===== src/hw/rtl/pdsc_pkg.sv =====
package pdsc_pkg;

   // Defaults for the top-level parameters
   localparam int MESSAGE_BYTES_DEF = 48;
   localparam int MAX_OBJECTS_DEF   = 10;

   // Result queue depth; the pointers wrap naturally, so keep it a power of two
   localparam int QUEUE_DEPTH = 8;

   // Configuration register indexes
   localparam int          CSR_INDEX_W  = 1;
   localparam int          CSR_DATA_W   = 15;
   localparam logic [CSR_INDEX_W-1:0] CSR_SETPOINT = 1'd0;
   localparam logic [CSR_INDEX_W-1:0] CSR_FLOOR    = 1'd1;

   // Register and per-message reset values
   localparam logic [7:0]  SETPOINT_RESET = 8'd100;
   localparam logic [14:0] FLOOR_RESET    = 15'd4000;
   localparam logic [14:0] PPS_LOW_RESET  = 15'd20000;

   // Supply kinds
   localparam logic [2:0] KIND_NONE     = 3'd0;
   localparam logic [2:0] KIND_FIXED    = 3'd1;
   localparam logic [2:0] KIND_PROG     = 3'd2;
   localparam logic [2:0] KIND_ADJ      = 3'd3;
   localparam logic [2:0] KIND_RESERVED = 3'd4;

   // Standard fixed voltages
   localparam logic [15:0] V5_MV  = 16'd5000;
   localparam logic [15:0] V9_MV  = 16'd9000;
   localparam logic [15:0] V12_MV = 16'd12000;
   localparam logic [15:0] V15_MV = 16'd15000;
   localparam logic [15:0] V20_MV = 16'd20000;

   // Field scales
   localparam logic [15:0] FIXED_MV_STEP = 16'd50;
   localparam logic [15:0] FIXED_MA_STEP = 16'd10;
   localparam logic [15:0] AUG_MV_STEP   = 16'd100;
   localparam logic [12:0] PROG_MA_STEP  = 13'd50;

   // x / 100 for 15-bit x as (x * 5243) >> 19
   localparam logic [12:0] DIV100_MUL   = 13'd5243;
   localparam int          DIV100_SHIFT = 19;

   // One result beat
   typedef struct packed {
      logic [3:0]  entry_index;
      logic [2:0]  supply_kind;
      logic [15:0] min_mv;
      logic [15:0] max_mv;
      logic [12:0] limit_value;
      logic [5:0]  voltage_mask;
      logic [14:0] pps_min_mv;
      logic [14:0] pps_max_mv;
      logic [7:0]  pps_setpoint;
      logic        is_summary;
   } pdsc_item_type;

   // Parser output: one decoded object and the raw summary state
   typedef struct packed {
      logic        obj_valid;
      logic        sum_valid;
      logic [3:0]  entry_index;
      logic [2:0]  supply_kind;
      logic [15:0] min_mv;
      logic [15:0] max_mv;
      logic [12:0] limit_value;
      logic [3:0]  count;
      logic [5:0]  mask;
      logic [14:0] pps_low;
      logic [14:0] pps_high;
   } pdsc_rec_type;

   // Up to two result beats written into the queue in one cycle
   typedef struct packed {
      logic          valid_a;
      logic          valid_b;
      pdsc_item_type item_a;
      pdsc_item_type item_b;
   } pdsc_push_type;

endpackage


===== src/hw/rtl/pdsc_parser.sv =====
module pdsc_parser #(
   parameter int MESSAGE_BYTES = pdsc_pkg::MESSAGE_BYTES_DEF,
   parameter int MAX_OBJECTS   = pdsc_pkg::MAX_OBJECTS_DEF
) (
   input  logic                   clock,
   input  logic                   reset,
   input  logic                   accept,
   input  logic [7:0]             data_byte,
   input  logic                   first_byte,
   input  logic                   final_byte,
   output pdsc_pkg::pdsc_rec_type rec
);

   localparam int PW = $clog2(MESSAGE_BYTES + 1);
   localparam int IW = PW - 2;
   localparam logic [PW-1:0] POS_END = PW'(MESSAGE_BYTES);
   localparam logic [6:0]    LIM_MAX = 7'(MAX_OBJECTS);

   // Message state
   logic [PW-1:0] pos_ff,   pos_in;
   logic [15:0]   hdr_ff,   hdr_in;
   logic [15:0]   ehdr_ff,  ehdr_in;
   logic [23:0]   asm_ff,   asm_in;
   logic [3:0]    count_ff, count_in;
   logic [5:0]    mask_ff,  mask_in;
   logic [14:0]   low_ff,   low_in;
   logic [14:0]   high_ff,  high_in;

   // Output record
   logic                   obj_v_ff, obj_v_in;
   logic                   sum_v_ff, sum_v_in;
   pdsc_pkg::pdsc_rec_type rec_ff,   rec_in;

   always_comb begin
      logic [PW-1:0] pos_c;
      logic [15:0]   hdr_c;
      logic [15:0]   ehdr_c;
      logic          ext;
      logic [PW-1:0] off;
      logic [IW-1:0] idx;
      logic [1:0]    sub;
      logic [6:0]    lim;
      logic [31:0]   w;
      logic          aug;
      logic          adj;
      logic [15:0]   mn;
      logic [15:0]   mx;
      logic [12:0]   lv;
      logic [2:0]    kind;
      logic          obj_hit;

      // Start of message clears the per-message state
      pos_c    = first_byte ? '0 : pos_ff;
      hdr_c    = first_byte ? '0 : hdr_ff;
      ehdr_c   = first_byte ? '0 : ehdr_ff;
      asm_in   = first_byte ? '0 : asm_ff;
      count_in = first_byte ? '0 : count_ff;
      mask_in  = first_byte ? '0 : mask_ff;
      low_in   = first_byte ? pdsc_pkg::PPS_LOW_RESET : low_ff;
      high_in  = first_byte ? '0 : high_ff;
      pos_in   = pos_c;
      hdr_in   = hdr_c;
      ehdr_in  = ehdr_c;

      ext     = hdr_c[15];
      off     = pos_c - (ext ? PW'(4) : PW'(2));
      idx     = off[PW-1:2];
      sub     = off[1:0];
      lim     = ext ? ((ehdr_c[8:2] > LIM_MAX) ? LIM_MAX : ehdr_c[8:2])
                    : {4'd0, hdr_c[14:12]};
      w       = {data_byte, asm_in};
      obj_hit = 1'b0;

      // Decode the completed object word
      aug = (w[31:30] == 2'b11);
      adj = aug && ext && (w[29:28] == 2'b01);
      if (aug) begin
         mn   = 16'(w[15:8]) * pdsc_pkg::AUG_MV_STEP;
         mx   = adj ? 16'(w[25:17]) * pdsc_pkg::AUG_MV_STEP
                    : 16'(w[24:17]) * pdsc_pkg::AUG_MV_STEP;
         lv   = adj ? 13'(w[7:0]) : 13'(w[6:0]) * pdsc_pkg::PROG_MA_STEP;
         kind = adj ? pdsc_pkg::KIND_ADJ : pdsc_pkg::KIND_PROG;
      end else begin
         mn   = 16'(w[19:10]) * pdsc_pkg::FIXED_MV_STEP;
         mx   = 16'(w[9:0]) * pdsc_pkg::FIXED_MA_STEP;
         lv   = '0;
         kind = (ext && w[19:0] == 20'd0) ? pdsc_pkg::KIND_RESERVED
                                          : pdsc_pkg::KIND_FIXED;
      end

      // Advance the byte position and route the byte
      if (pos_c < POS_END) begin
         pos_in = pos_c + PW'(1);
         if (pos_c < PW'(2)) begin
            if (pos_c[0]) hdr_in[15:8] = hdr_c[15:8] | data_byte;
            else          hdr_in[7:0]  = hdr_c[7:0]  | data_byte;
         end else if (ext && pos_c < PW'(4)) begin
            if (pos_c[0]) ehdr_in[15:8] = ehdr_c[15:8] | data_byte;
            else          ehdr_in[7:0]  = ehdr_c[7:0]  | data_byte;
         end else if (7'(idx) < lim) begin
            case (sub)
               2'd0: asm_in = {16'd0, data_byte};
               2'd1: asm_in[15:8]  = asm_in[15:8]  | data_byte;
               2'd2: asm_in[23:16] = asm_in[23:16] | data_byte;
               default: begin
                  obj_hit  = 1'b1;
                  count_in = 4'(idx) + 4'd1;
               end
            endcase
         end
      end

      // Fold the object into the summary
      if (obj_hit) begin
         if (kind == pdsc_pkg::KIND_PROG) begin
            mask_in[5] = 1'b1;
            if (mn < 16'(low_in))  low_in  = mn[14:0];
            if (mx > 16'(high_in)) high_in = mx[14:0];
         end else if (kind == pdsc_pkg::KIND_FIXED) begin
            if (mn == pdsc_pkg::V5_MV)  mask_in[0] = 1'b1;
            if (mn == pdsc_pkg::V9_MV)  mask_in[1] = 1'b1;
            if (mn == pdsc_pkg::V12_MV) mask_in[2] = 1'b1;
            if (mn == pdsc_pkg::V15_MV) mask_in[3] = 1'b1;
            if (mn == pdsc_pkg::V20_MV) mask_in[4] = 1'b1;
         end
      end

      obj_v_in           = accept && obj_hit;
      sum_v_in           = accept && final_byte;
      rec_in             = rec_ff;
      rec_in.obj_valid   = 1'b0;
      rec_in.sum_valid   = 1'b0;
      rec_in.entry_index = 4'(idx);
      rec_in.supply_kind = kind;
      rec_in.min_mv      = mn;
      rec_in.max_mv      = mx;
      rec_in.limit_value = lv;
      rec_in.count       = count_in;
      rec_in.mask        = mask_in;
      rec_in.pps_low     = low_in;
      rec_in.pps_high    = high_in;
   end

   // Hold state between beats; take the new values on accept
   always_ff @(posedge clock) begin
      if (reset) begin
         pos_ff   <= '0;
         hdr_ff   <= '0;
         ehdr_ff  <= '0;
         asm_ff   <= '0;
         count_ff <= '0;
         mask_ff  <= '0;
         low_ff   <= pdsc_pkg::PPS_LOW_RESET;
         high_ff  <= '0;
         obj_v_ff <= 1'b0;
         sum_v_ff <= 1'b0;
      end else begin
         obj_v_ff <= obj_v_in;
         sum_v_ff <= sum_v_in;
         if (accept) begin
            pos_ff   <= pos_in;
            hdr_ff   <= hdr_in;
            ehdr_ff  <= ehdr_in;
            asm_ff   <= asm_in;
            count_ff <= count_in;
            mask_ff  <= mask_in;
            low_ff   <= low_in;
            high_ff  <= high_in;
         end
      end
   end

   // Record payload
   always_ff @(posedge clock) begin
      if (accept) rec_ff <= rec_in;
   end

   always_comb begin
      rec           = rec_ff;
      rec.obj_valid = obj_v_ff;
      rec.sum_valid = sum_v_ff;
   end

endmodule


===== src/hw/rtl/pdsc_summary.sv =====
module pdsc_summary (
   input  logic                    clock,
   input  logic                    reset,
   input  pdsc_pkg::pdsc_rec_type  rec,
   input  logic [7:0]              setpoint,
   input  logic [14:0]             floor_mv,
   output pdsc_pkg::pdsc_push_type push,
   output logic [1:0]              load
);

   // Stage two: clamp, compare and divide
   logic          obj_v_ff, obj_v_in;
   logic          sum_v_ff, sum_v_in;
   pdsc_pkg::pdsc_item_type obj_ff, obj_in;
   logic [3:0]    count_ff;
   logic [5:0]    mask_ff;
   logic [14:0]   pmin_ff,  pmin_in;
   logic [14:0]   pmax_ff;
   logic          lt_ff,    lt_in;
   logic [8:0]    pmin_q_ff, pmin_q_in;
   logic [8:0]    pmax_q_ff, pmax_q_in;
   logic [7:0]    sp_ff;

   logic [27:0]   pmin_prod;
   logic [27:0]   pmax_prod;

   always_comb begin
      obj_v_in = rec.obj_valid;
      sum_v_in = rec.sum_valid;

      obj_in              = '0;
      obj_in.entry_index  = rec.entry_index;
      obj_in.supply_kind  = rec.supply_kind;
      obj_in.min_mv       = rec.min_mv;
      obj_in.max_mv       = rec.max_mv;
      obj_in.limit_value  = rec.limit_value;

      // Raise the lowest minimum to the floor
      pmin_in   = (rec.pps_low < floor_mv) ? floor_mv : rec.pps_low;
      lt_in     = (15'(setpoint) * 15'd100) < pmin_in;
      pmin_prod = 28'(pmin_in) * 28'(pdsc_pkg::DIV100_MUL);
      pmax_prod = 28'(rec.pps_high) * 28'(pdsc_pkg::DIV100_MUL);
      pmin_q_in = 9'(pmin_prod >> pdsc_pkg::DIV100_SHIFT);
      pmax_q_in = 9'(pmax_prod >> pdsc_pkg::DIV100_SHIFT);
   end

   always_ff @(posedge clock) begin
      if (reset) begin
         obj_v_ff <= 1'b0;
         sum_v_ff <= 1'b0;
      end else begin
         obj_v_ff <= obj_v_in;
         sum_v_ff <= sum_v_in;
      end
   end

   always_ff @(posedge clock) begin
      obj_ff    <= obj_in;
      count_ff  <= rec.count;
      mask_ff   <= rec.mask;
      pmin_ff   <= pmin_in;
      pmax_ff   <= rec.pps_high;
      lt_ff     <= lt_in;
      pmin_q_ff <= pmin_q_in;
      pmax_q_ff <= pmax_q_in;
      sp_ff     <= setpoint;
   end

   // Stage three: raise then lower the setpoint and build the beats
   always_comb begin
      logic [8:0]  sp_up;
      logic        gt;
      logic [8:0]  sp_fin;
      pdsc_pkg::pdsc_item_type sum_item;

      sp_up  = lt_ff ? pmin_q_ff : {1'b0, sp_ff};
      gt     = (16'(sp_up) * 16'd100) > 16'(pmax_ff);
      sp_fin = gt ? pmax_q_ff : sp_up;

      sum_item              = '0;
      sum_item.entry_index  = count_ff;
      sum_item.supply_kind  = pdsc_pkg::KIND_NONE;
      sum_item.voltage_mask = mask_ff;
      sum_item.pps_min_mv   = pmin_ff;
      sum_item.pps_max_mv   = pmax_ff;
      sum_item.pps_setpoint = sp_fin[7:0];
      sum_item.is_summary   = 1'b1;

      push.valid_a = obj_v_ff || sum_v_ff;
      push.valid_b = obj_v_ff && sum_v_ff;
      push.item_a  = obj_v_ff ? obj_ff : sum_item;
      push.item_b  = sum_item;
   end

   assign load = 2'(obj_v_ff) + 2'(sum_v_ff);

endmodule


===== src/hw/rtl/pdsc_queue.sv =====
module pdsc_queue (
   input  logic                    clock,
   input  logic                    reset,
   input  pdsc_pkg::pdsc_push_type push,
   input  logic                    pop,
   output logic                    out_valid,
   output pdsc_pkg::pdsc_item_type out_item,
   output logic [$clog2(pdsc_pkg::QUEUE_DEPTH+1)-1:0] count
);

   localparam int DEPTH = pdsc_pkg::QUEUE_DEPTH;
   localparam int AW    = $clog2(DEPTH);
   localparam int CW    = $clog2(DEPTH + 1);

   pdsc_pkg::pdsc_item_type mem_ff [DEPTH];
   logic [AW-1:0] wr_ff,    wr_in;
   logic [AW-1:0] rd_ff,    rd_in;
   logic [CW-1:0] count_ff, count_in;
   logic [1:0]    n_push;

   always_comb begin
      n_push   = 2'(push.valid_a) + 2'(push.valid_b);
      wr_in    = wr_ff + AW'(n_push);
      rd_in    = rd_ff + AW'(pop);
      count_in = count_ff + CW'(n_push) - CW'(pop);
   end

   // Advance pointers
   always_ff @(posedge clock) begin
      if (reset) begin
         wr_ff    <= '0;
         rd_ff    <= '0;
         count_ff <= '0;
      end else begin
         wr_ff    <= wr_in;
         rd_ff    <= rd_in;
         count_ff <= count_in;
      end
   end

   // Write up to two beats in order
   always_ff @(posedge clock) begin
      if (push.valid_a) mem_ff[wr_ff] <= push.item_a;
      if (push.valid_b) mem_ff[wr_ff + AW'(1)] <= push.item_b;
   end

   assign out_valid = (count_ff != '0);
   assign out_item  = mem_ff[rd_ff];
   assign count     = count_ff;

endmodule


===== src/hw/rtl/pd_source_caps_parser_top.sv =====
// Source-capabilities parser: takes one message byte per cycle on req_ and
// returns a decoded beat on rsp_ for every supply object completed, plus a
// summary beat when the byte flagged final_byte arrives (after the object
// beat if that byte also closes an object). A byte is taken every cycle while
// the consumer keeps up. A result beat passes through the parse register and
// the summary register, is then written into the 8-entry result queue and is
// presented on rsp_ from there.
// req_stall rises whenever the queue and the two processing stages together
// could not absorb two more result beats, so a stalled rsp_ side throttles
// the input. Write the csr_ registers only while no byte is in flight.
module pd_source_caps_parser_top #(
   parameter int MESSAGE_BYTES = pdsc_pkg::MESSAGE_BYTES_DEF,
   parameter int MAX_OBJECTS   = pdsc_pkg::MAX_OBJECTS_DEF
) (
   input  logic        clock,
   input  logic        reset,

   input  logic        req_valid,
   output logic        req_stall,
   input  logic [7:0]  req_data_byte,
   input  logic        req_first_byte,
   input  logic        req_final_byte,

   output logic        rsp_valid,
   input  logic        rsp_stall,
   output logic [3:0]  rsp_entry_index,
   output logic [2:0]  rsp_supply_kind,
   output logic [15:0] rsp_min_mv,
   output logic [15:0] rsp_max_mv,
   output logic [12:0] rsp_limit_value,
   output logic [5:0]  rsp_voltage_mask,
   output logic [14:0] rsp_pps_min_mv,
   output logic [14:0] rsp_pps_max_mv,
   output logic [7:0]  rsp_pps_setpoint,
   output logic        rsp_is_summary,

   input  logic                               csr_write,
   input  logic [pdsc_pkg::CSR_INDEX_W-1:0]   csr_index,
   input  logic [pdsc_pkg::CSR_DATA_W-1:0]    csr_data
);

   localparam int CW = $clog2(pdsc_pkg::QUEUE_DEPTH + 1);

   logic [7:0]  setpoint_ff, setpoint_in;
   logic [14:0] floor_ff,    floor_in;

   logic                    req_accept;
   logic                    rsp_accept;
   pdsc_pkg::pdsc_rec_type  rec;
   pdsc_pkg::pdsc_push_type push;
   pdsc_pkg::pdsc_item_type out_item;
   logic [1:0]              s2_load;
   logic [CW-1:0]           q_count;
   logic [CW+1:0]           committed;

   // Configuration writes
   always_comb begin
      setpoint_in = setpoint_ff;
      floor_in    = floor_ff;
      if (csr_write) begin
         case (csr_index)
            pdsc_pkg::CSR_SETPOINT: setpoint_in = csr_data[7:0];
            pdsc_pkg::CSR_FLOOR:    floor_in    = csr_data[14:0];
            default: ;
         endcase
      end
   end

   always_ff @(posedge clock) begin
      if (reset) begin
         setpoint_ff <= pdsc_pkg::SETPOINT_RESET;
         floor_ff    <= pdsc_pkg::FLOOR_RESET;
      end else begin
         setpoint_ff <= setpoint_in;
         floor_ff    <= floor_in;
      end
   end

   // Stall input unless two more beats are sure to fit
   always_comb begin
      committed = (CW+2)'(q_count) + (CW+2)'(rec.obj_valid) + (CW+2)'(rec.sum_valid)
                + (CW+2)'(s2_load);
      req_stall = !(committed <= (CW+2)'(pdsc_pkg::QUEUE_DEPTH - 2));
   end

   assign req_accept = req_valid && !req_stall;
   assign rsp_accept = rsp_valid && !rsp_stall;

   pdsc_parser #(
      .MESSAGE_BYTES (MESSAGE_BYTES),
      .MAX_OBJECTS   (MAX_OBJECTS)
   ) u_parser (
      .clock      (clock),
      .reset      (reset),
      .accept     (req_accept),
      .data_byte  (req_data_byte),
      .first_byte (req_first_byte),
      .final_byte (req_final_byte),
      .rec        (rec)
   );

   pdsc_summary u_summary (
      .clock    (clock),
      .reset    (reset),
      .rec      (rec),
      .setpoint (setpoint_ff),
      .floor_mv (floor_ff),
      .push     (push),
      .load     (s2_load)
   );

   pdsc_queue u_queue (
      .clock     (clock),
      .reset     (reset),
      .push      (push),
      .pop       (rsp_accept),
      .out_valid (rsp_valid),
      .out_item  (out_item),
      .count     (q_count)
   );

   assign rsp_entry_index  = out_item.entry_index;
   assign rsp_supply_kind  = out_item.supply_kind;
   assign rsp_min_mv       = out_item.min_mv;
   assign rsp_max_mv       = out_item.max_mv;
   assign rsp_limit_value  = out_item.limit_value;
   assign rsp_voltage_mask = out_item.voltage_mask;
   assign rsp_pps_min_mv   = out_item.pps_min_mv;
   assign rsp_pps_max_mv   = out_item.pps_max_mv;
   assign rsp_pps_setpoint = out_item.pps_setpoint;
   assign rsp_is_summary   = out_item.is_summary;

   // Queue never overflows
   a_queue_bound: assert property (@(posedge clock) disable iff (reset)
      q_count <= CW'(pdsc_pkg::QUEUE_DEPTH))
      else $error("result queue overflow");

   // A final byte always yields a summary record next cycle
   a_final_summary: assert property (@(posedge clock) disable iff (reset)
      req_accept && req_final_byte |=> rec.sum_valid)
      else $error("final byte lost its summary");

   // The clamped setpoint never exceeds the programmable maximum
   a_setpoint_cap: assert property (@(posedge clock) disable iff (reset)
      rsp_valid && rsp_is_summary |->
         (17'(rsp_pps_setpoint) * 17'd100) <= 17'(rsp_pps_max_mv))
      else $error("setpoint above programmable maximum");

endmodule

===== config.mk =====
export PLATFORM = sky130hd
export DESIGN_NAME = pd_source_caps_parser_top
export DESIGN_NICKNAME = d
export VERILOG_FILES = /design/src/hw/rtl/pdsc_pkg.sv /design/src/hw/rtl/pdsc_parser.sv /design/src/hw/rtl/pdsc_summary.sv /design/src/hw/rtl/pdsc_queue.sv /design/src/hw/rtl/pd_source_caps_parser_top.sv
export SDC_FILE = /design/constraint.sdc
export NUM_CORES = 2
export LEC_CHECK = 0
export BUFFER_PORTS_ARGS = -buffer_cell sky130_fd_sc_hd__buf_2
export CORE_MARGIN = 1.5
export CORE_UTILIZATION = 35
export CTS_CLUSTER_DIAMETER = 80
export CTS_CLUSTER_SIZE = 10
export DETAILED_ROUTE_END_ITERATION = 10
export GPL_ROUTABILITY_DRIVEN = 0
export GPL_TIMING_DRIVEN = 0
export SLEW_MARGIN = 25
export SYNTH_ARGS = -nofsm -noshare
export SYNTH_HDL_FRONTEND = slang
export SYNTH_SLANG_ARGS = --single-unit

===== constraint.sdc =====
create_clock -name clock -period 8.88 [get_ports clock]
set_clock_uncertainty 0.15 [all_clocks]
set_input_delay 0.888 -clock clock [delete_from_list [all_inputs] [get_ports clock]]
set_output_delay 0.888 -clock clock [all_outputs]
set_load 0.1 [all_outputs]

* Word-level counts from Yosys, hierarchy flattened
Memory sizes are Yosys's and may differ from the RTL's. A register that Yosys moved wholly into a read port is not among the register bits.
Cells that the tools add are included.
** Word-level totals
- Register bits :: 349
- RAM bits :: 776
- Input port bits :: 31
- Output and inout port bits :: 99
- Logic and storage cells :: 184
- Memories :: 1
** Cells by class
- Add/sub/neg operators :: 13
- $mul :: 10
- Magnitude comparators :: 11
- Equality and inequality tests :: 11
- Multiplexer cells :: 69
- Bitwise gates (word level) :: 8
- Reductions and logical operators :: 20
** Memory list
- u_queue.mem_ff :: words 8, width 97, read ports 1, clocked after memory_dff 1, write ports 2, RTL line pdsc_queue.sv:15 : pdsc_pkg::pdsc_item_type mem_ff [DEPTH];
** Operators with widths (number)
- $mux 16 :: 10
- $mux 15 :: 9
- $mux 24 :: 5
- $mux 97 :: 1
- $mux 8 :: 7
- $eq 16x14->1 const B :: 3
- $or 8x8->8 :: 6
- $mul 8x5->13 const B :: 3
- $gt 16x15->1 :: 2
- $pmux 8 s2 :: 2
- $lt 15x15->1 :: 2
- $mul 15x13->28 const B :: 1
- $mul 9x5->14 const B :: 2
- $mul 15x13->27 const B :: 1
- $mux 4 :: 6
- $mux 6 :: 4
- $logic_not 20->1 :: 1
- $eq 16x13->1 const B :: 1
- $eq 16x15->1 const B :: 1
- $lt 16x15->1 :: 1
- $mux 1 :: 16
- $mul 10x5->15 const B :: 1
- $mux 7 :: 2
- $mul 10x3->13 const B :: 1
- other kinds (35) :: 54

* Logic depth before layout (Yosys ltp)
- Depth in word-level cells :: 11
- Gate-level depth with buffers :: 30
- Mapped depth without buffers :: 29

* Hierarchy
From an unflattened synthesis, not the netlist that was laid out.
** Second synthesis, totals
- Cells, all modules :: 4756
- Area total of the unflattened synthesis :: 64986.1 sq um
** Modules (own cells, without submodules)
- pdsc_queue :: times used 1, cells an instance 2061, area each 38903.6 sq um
- pdsc_summary :: times used 1, cells an instance 1368, area each 13392.8 sq um
- pdsc_parser :: times used 1, cells an instance 1205, area each 11657.4 sq um
- pd_source_caps_parser_top :: times used 1, cells an instance 122, area each 1032.2 sq um

* Least setup slack after synthesis
OpenSTA, ideal clock, no wires.
- Path type :: register to register
- From :: register floor_ff[4]
- To :: register u_summary.pmin_q_ff[7]
- Data arrival time :: 6.649 ns
- Data required time :: 8.658 ns
- Path slack :: 2.009 ns
- Stages on the path, launching flop included :: 28
- Path buffers :: 1
- Cells stage by stage :: dfxtp_1 -> inv_1 -> ha_1 -> a21o_1 -> a211oi_1 -> o21ai_0 -> a21oi_1 -> nand2_1 -> clkbuf_1 -> a21oi_1 -> inv_1 -> ha_1 -> fa_1 -> fa_1 -> fa_1 -> inv_1 -> fa_1 -> inv_1 -> ha_1 -> a21o_1 -> a21o_1 -> a221oi_1 -> o22ai_1 -> a211oi_1 -> nor3_1 -> or2_2 -> a21oi_1 -> xnor2_1
** Between the ends
- Cells in the longest elaborated chain, start to end :: 3
** Ends and longest elaborated chain
- start: declaration :: RTL line pd_source_caps_parser_top.sv:45 : logic [14:0] floor_ff, floor_in;
- start signal: assignment :: RTL line pd_source_caps_parser_top.sv:72 : floor_ff <= pdsc_pkg::FLOOR_RESET;
- start signal: assignment :: RTL line pd_source_caps_parser_top.sv:75 : floor_ff <= floor_in;
- $lt 15x15->1 :: RTL line pdsc_summary.sv:39 : pmin_in = (rec.pps_low < floor_mv) ? floor_mv : rec.pps_low;
- $mux 15 :: RTL line pdsc_summary.sv:39
- net u_summary.pmin_in[12] :: RTL line pdsc_summary.sv:17 : logic [14:0] pmin_ff, pmin_in;
- $mul 15x13->28 :: RTL line pdsc_summary.sv:41 : pmin_prod = 28'(pmin_in) * 28'(pdsc_pkg::DIV100_MUL);
- net u_summary.pmin_prod[26] :: RTL line pdsc_summary.sv:24 : logic [27:0] pmin_prod;
- end signal: assignment :: RTL line pdsc_summary.sv:64 : pmin_q_ff <= pmin_q_in;
- end: declaration :: RTL line pdsc_summary.sv:20 : logic [8:0] pmin_q_ff, pmin_q_in;
The timed path passes the listed nets, and every way through them passes these cells.
A chain may end at the register's enable or synchronous reset.

* Worst setup path in the final report
- From :: register u_parser.rec_ff (netlist bit u_parser.rec[24])
- To :: register u_summary.pmin_q_ff[7]
** Between the ends
- Cells in the longest elaborated chain, start to end :: 3
** Ends and longest elaborated chain
- start: declaration :: RTL line pdsc_parser.sv:32 : pdsc_pkg::pdsc_rec_type rec_ff, rec_in;
- start signal: assignment :: RTL line pdsc_parser.sv:175 : if (accept) rec_ff <= rec_in;
- $lt 15x15->1 :: RTL line pdsc_summary.sv:39
- $mux 15 :: RTL line pdsc_summary.sv:39
- net u_summary.pmin_in[8] :: RTL line pdsc_summary.sv:17
- $mul 15x13->28 :: RTL line pdsc_summary.sv:41
- net u_summary.pmin_prod[26] :: RTL line pdsc_summary.sv:24
The timed path passes the listed nets, and every way through them passes these cells.

==> flow_summary_export.csv <==
group,metric,value,unit
drt,routed_wl,166,mm
yosys,synth_seq_cells,1084,
floorplan,die-area,166000,sq um
clocking,clock_sinks,1084,
clocking,ctsResizeCount,0,
yosys,async_flop_share,0,
worst_setup_path,cp.required,9390,ps
worst_setup_path,worstSetupStartpointType,"flip-flop",
sta,period_share,0.939,
drt,drt-wirelength-per-cell,20.8,um
clocking,post_cts_buffers,0,
power,power_switching,7.54,mW
flow_run,maxCapViolCount,0,
drt,vias,41400,
power,p_leak,27.3,nW
power,p_comb_frac,0.459,
sta,worst_pin_slew,1150,ps
floorplan,fp.dieH,408,um
yosys,yosys_warnings,0,
sta,drv_slew,0,
sta,finalCriticalPeriod,8330,ps
yosys,synthFlopType,"dfxtp_1",
sta,setup_viol,0,
drt,drc_errors,0,
floorplan,core,163000,sq um
power,peakVddDrop,0.293,mV
power,p_seq_frac,0.296,
clocking,cts_hold_buf,0,
grt,grt_pass1_vias,41500,
worst_setup_path,slowest_stage,"a21oi_1",
yosys,netlist-cell-type-count,94,
cells_and_area,syn2layout_area_growth,13.2,%
grt,grt_antenna_before_repair,14,
power,power_density,292,nW/um^2
yosys,synth_edf_count,474,
sta,fmax,120,MHz
grt,grt_pass1_wl,252,mm
clocking,clockBufferDepth,3,
grt,grt_max_degree,38,
power,intPower,11.4,mW
clocking,cts_root_buf,"clkbuf_16",
drt,ant_nets,0,
grt,grt_usage,0.197,
yosys,syn_area_per_cell,10.6,sq um
worst_setup_path,slowest_delay,700,ps
worst_setup_path,cp_max_fo,10,
min_path,min-delay-path-class,"reg2reg",
placement,place_hpwl,124,mm
drt,avgViaCountPerCell,5.20,
power,swShare,0.397,
cells_and_area,nNetsFinal,6377,
sta,final-hold-violation-count,0,
clocking,clkTransAtPathRegs,60,ps
sta,grt_setup_unrepaired,"false",
worst_setup_path,endpoint_kind,"flip-flop",
sta,relSlewSlack,0.233,
sta,final.setup.tns,0,ps
worst_setup_path,worstPathArrival,8840,ps
floorplan,rows,148,
drt,dr.pass1.iters,6,
drt,drtIter0Drc,3777,
floorplan,start_util,0.353,
clocking,tritoncts,"yes",
floorplan,die_width,408,um
clocking,numCtsBuffers,121,
clocking,cts_htree_levels,3,
grt,grt_overflow,0,
power,clockPowerShare,0.245,
clocking,clk_latency,750,ps
power,finalPower,19.0,mW
placement,port_buffers,126,
worst_setup_path,criticalPathCategory,"reg2reg",
yosys,postSynthCellCount,5432,
cells_and_area,drive_gt1_frac,0.114,
floorplan,ioPinCount,130,
yosys,ys_seq_area_frac,0.461,
outcome,status,"completed",
yosys,syn_area,57300,sq um
-- cells in the mapped netlist, drive strengths merged, types with 14 or more instances --
| master | n | area (sq um) |
|---|---|---|
| edfxtp | 474 | 14200 |
| inv | 431 | 1620 |
| a22oi | 26 | 195 |
| nor2b | 52 | 325 |
| dfxtp | 610 | 12200 |
| mux2i | 31 | 330 |
| ha | 485 | 6070 |
| nand2b | 15 | 93.8 |
| o21bai | 16 | 120 |
| nand2 | 271 | 1020 |
| xor2 | 28 | 245 |
| nand3 | 54 | 270 |
| clkbuf | 234 | 888 |
| o21ai | 136 | 684 |
| a21o | 46 | 345 |
| mux2 | 104 | 1170 |
| nand4 | 14 | 87.6 |
| nor2 | 1050 | 3940 |
| buf | 42 | 178 |
| clkinv | 14 | 52.6 |
| xnor2 | 53 | 464 |
| nor3 | 37 | 185 |
| and2 | 170 | 1060 |
| a21oi | 490 | 2460 |
| mux4 | 190 | 4280 |
| a22o | 17 | 149 |
| fa | 156 | 3120 |
-- registers in the layout (all words and copies together) (netlist names), 7 cells and up --
register and count:
u_queue.mem_ff 760, u_parser.rec 90, u_summary.obj_ff 50, u_parser.asm_ff 24, floor_ff 15, u_parser.high_ff 15, u_parser.low_ff 15, u_summary.pmax_ff 15
u_summary.pmin_ff 15, u_summary.pmin_q_ff 9, setpoint_ff 8, u_summary.pmax_q_ff 8, u_summary.sp_ff 8, u_parser.ehdr_ff 7
-- cell type report --
cell class / instances / area, sq um
Fill cell: 15900 / 97700
Multi-Input combinational cell: 3628 / 28300
Sequential cell: 1084 / 26400
Clock buffer: 188 / 3320
Tap cell: 2175 / 2720
Inverter: 445 / 1670
Timing Repair Buffer: 149 / 1130
Buffer: 276 / 1080
Clock inverter: 11 / 246
Antenna cell: 2 / 5.00
-- cells in the final DEF (no fill, tap or decap), types with 104 or more instances in the layout --
cell and count:
clkbuf_16 123, inv_1 428, o21ai_0 123, ha_1 485
and2_1 170, nand2_1 270, fa_1 156, clkbuf_1 289
a21oi_1 488, nor2_1 1050, mux4_2 190, buf_2 138
mux2_2 104, edfxtp_1 474, dfxtp_1 610
-- critical path, delay by kind of cell (launching register included) --
family,cells,cell delay [ps]
AO/OA/AOI/OAI,8,2450
XOR/XNOR,1,140
adder cells (fa/ha/maj),7,3060
buffers and inverters,4,920
flip-flops,1,490
AND/OR/NAND/NOR,6,1050
-- kinds of logic (layout without fill, tap and decap cells) --
group	after synthesis	in the layout	synth area share
flops	1084	1084	0.461
fa+ha+maj	643	643	0.161
buf+inv	721	1069	0.0477
other cells	1	4	0.0000654
compound gates	841	841	0.0859
simple gates	1736	1736	0.131
xor+xnor	81	81	0.0124
mux	325	325	0.101
-- through the flow --
step / std cells / instance area [sq um] / utilization / hold slack, ps / setup WS [ps]
5_1_grt: 7956 / 64900 / 0.399 / 172 / 2.70
3_5_place_dp: 7757 / 61300 / 0.377 / 177 / -87.8
4_1_cts: 7956 / 64900 / 0.399 / 156 / 615
6_report: 7958 / 64900 / 0.399 / 176 / 545
3_3_place_gp: 7734 / 60700 / 0.373 / 176 / -188
2_1_floorplan: 5433 / 57300 / - / 173 / 2010
-- power groups by stage --
stage / clock [mW] / sequential, mW / combinational (mW)
after floorplan: 0 / 5.63 / 6.65
after global placement: 0 / 5.73 / 8.51
after detailed placement: 0 / 5.71 / 8.68
after CTS: 4.71 / 5.61 / 8.79
after global routing: 4.90 / 5.63 / 9.87
final: 4.65 / 5.61 / 8.70
-- per-layer routing --
| metal | vias to the layer above | track usage | routed length [um] |
|---|---|---|---|
| li1 | 19200 | - | - |
| met1 | 20500 | 0.260 | 70600 |
| met2 | 1407 | 0.324 | 77800 |
| met3 | 293 | 0.0286 | 11100 |
| met4 | 8 | 0.0764 | 6280 |
| met5 | - | 0 | 51 |
-- worst paths after layout --
path                                       start                      to  slack (ps)  depth (start not counted)
worst min register to register  u_parser.rec[80]    u_summary.obj_ff[85]         180                          0
worst max-delay path            u_parser.rec[24]  u_summary.pmin_q_ff[7]         550                         26
worst min-delay path            u_parser.rec[80]    u_summary.obj_ff[85]         180                          0
worst max register to register  u_parser.rec[24]  u_summary.pmin_q_ff[7]         550                         26
No activity file was read; power rests on OpenSTA's default activity.
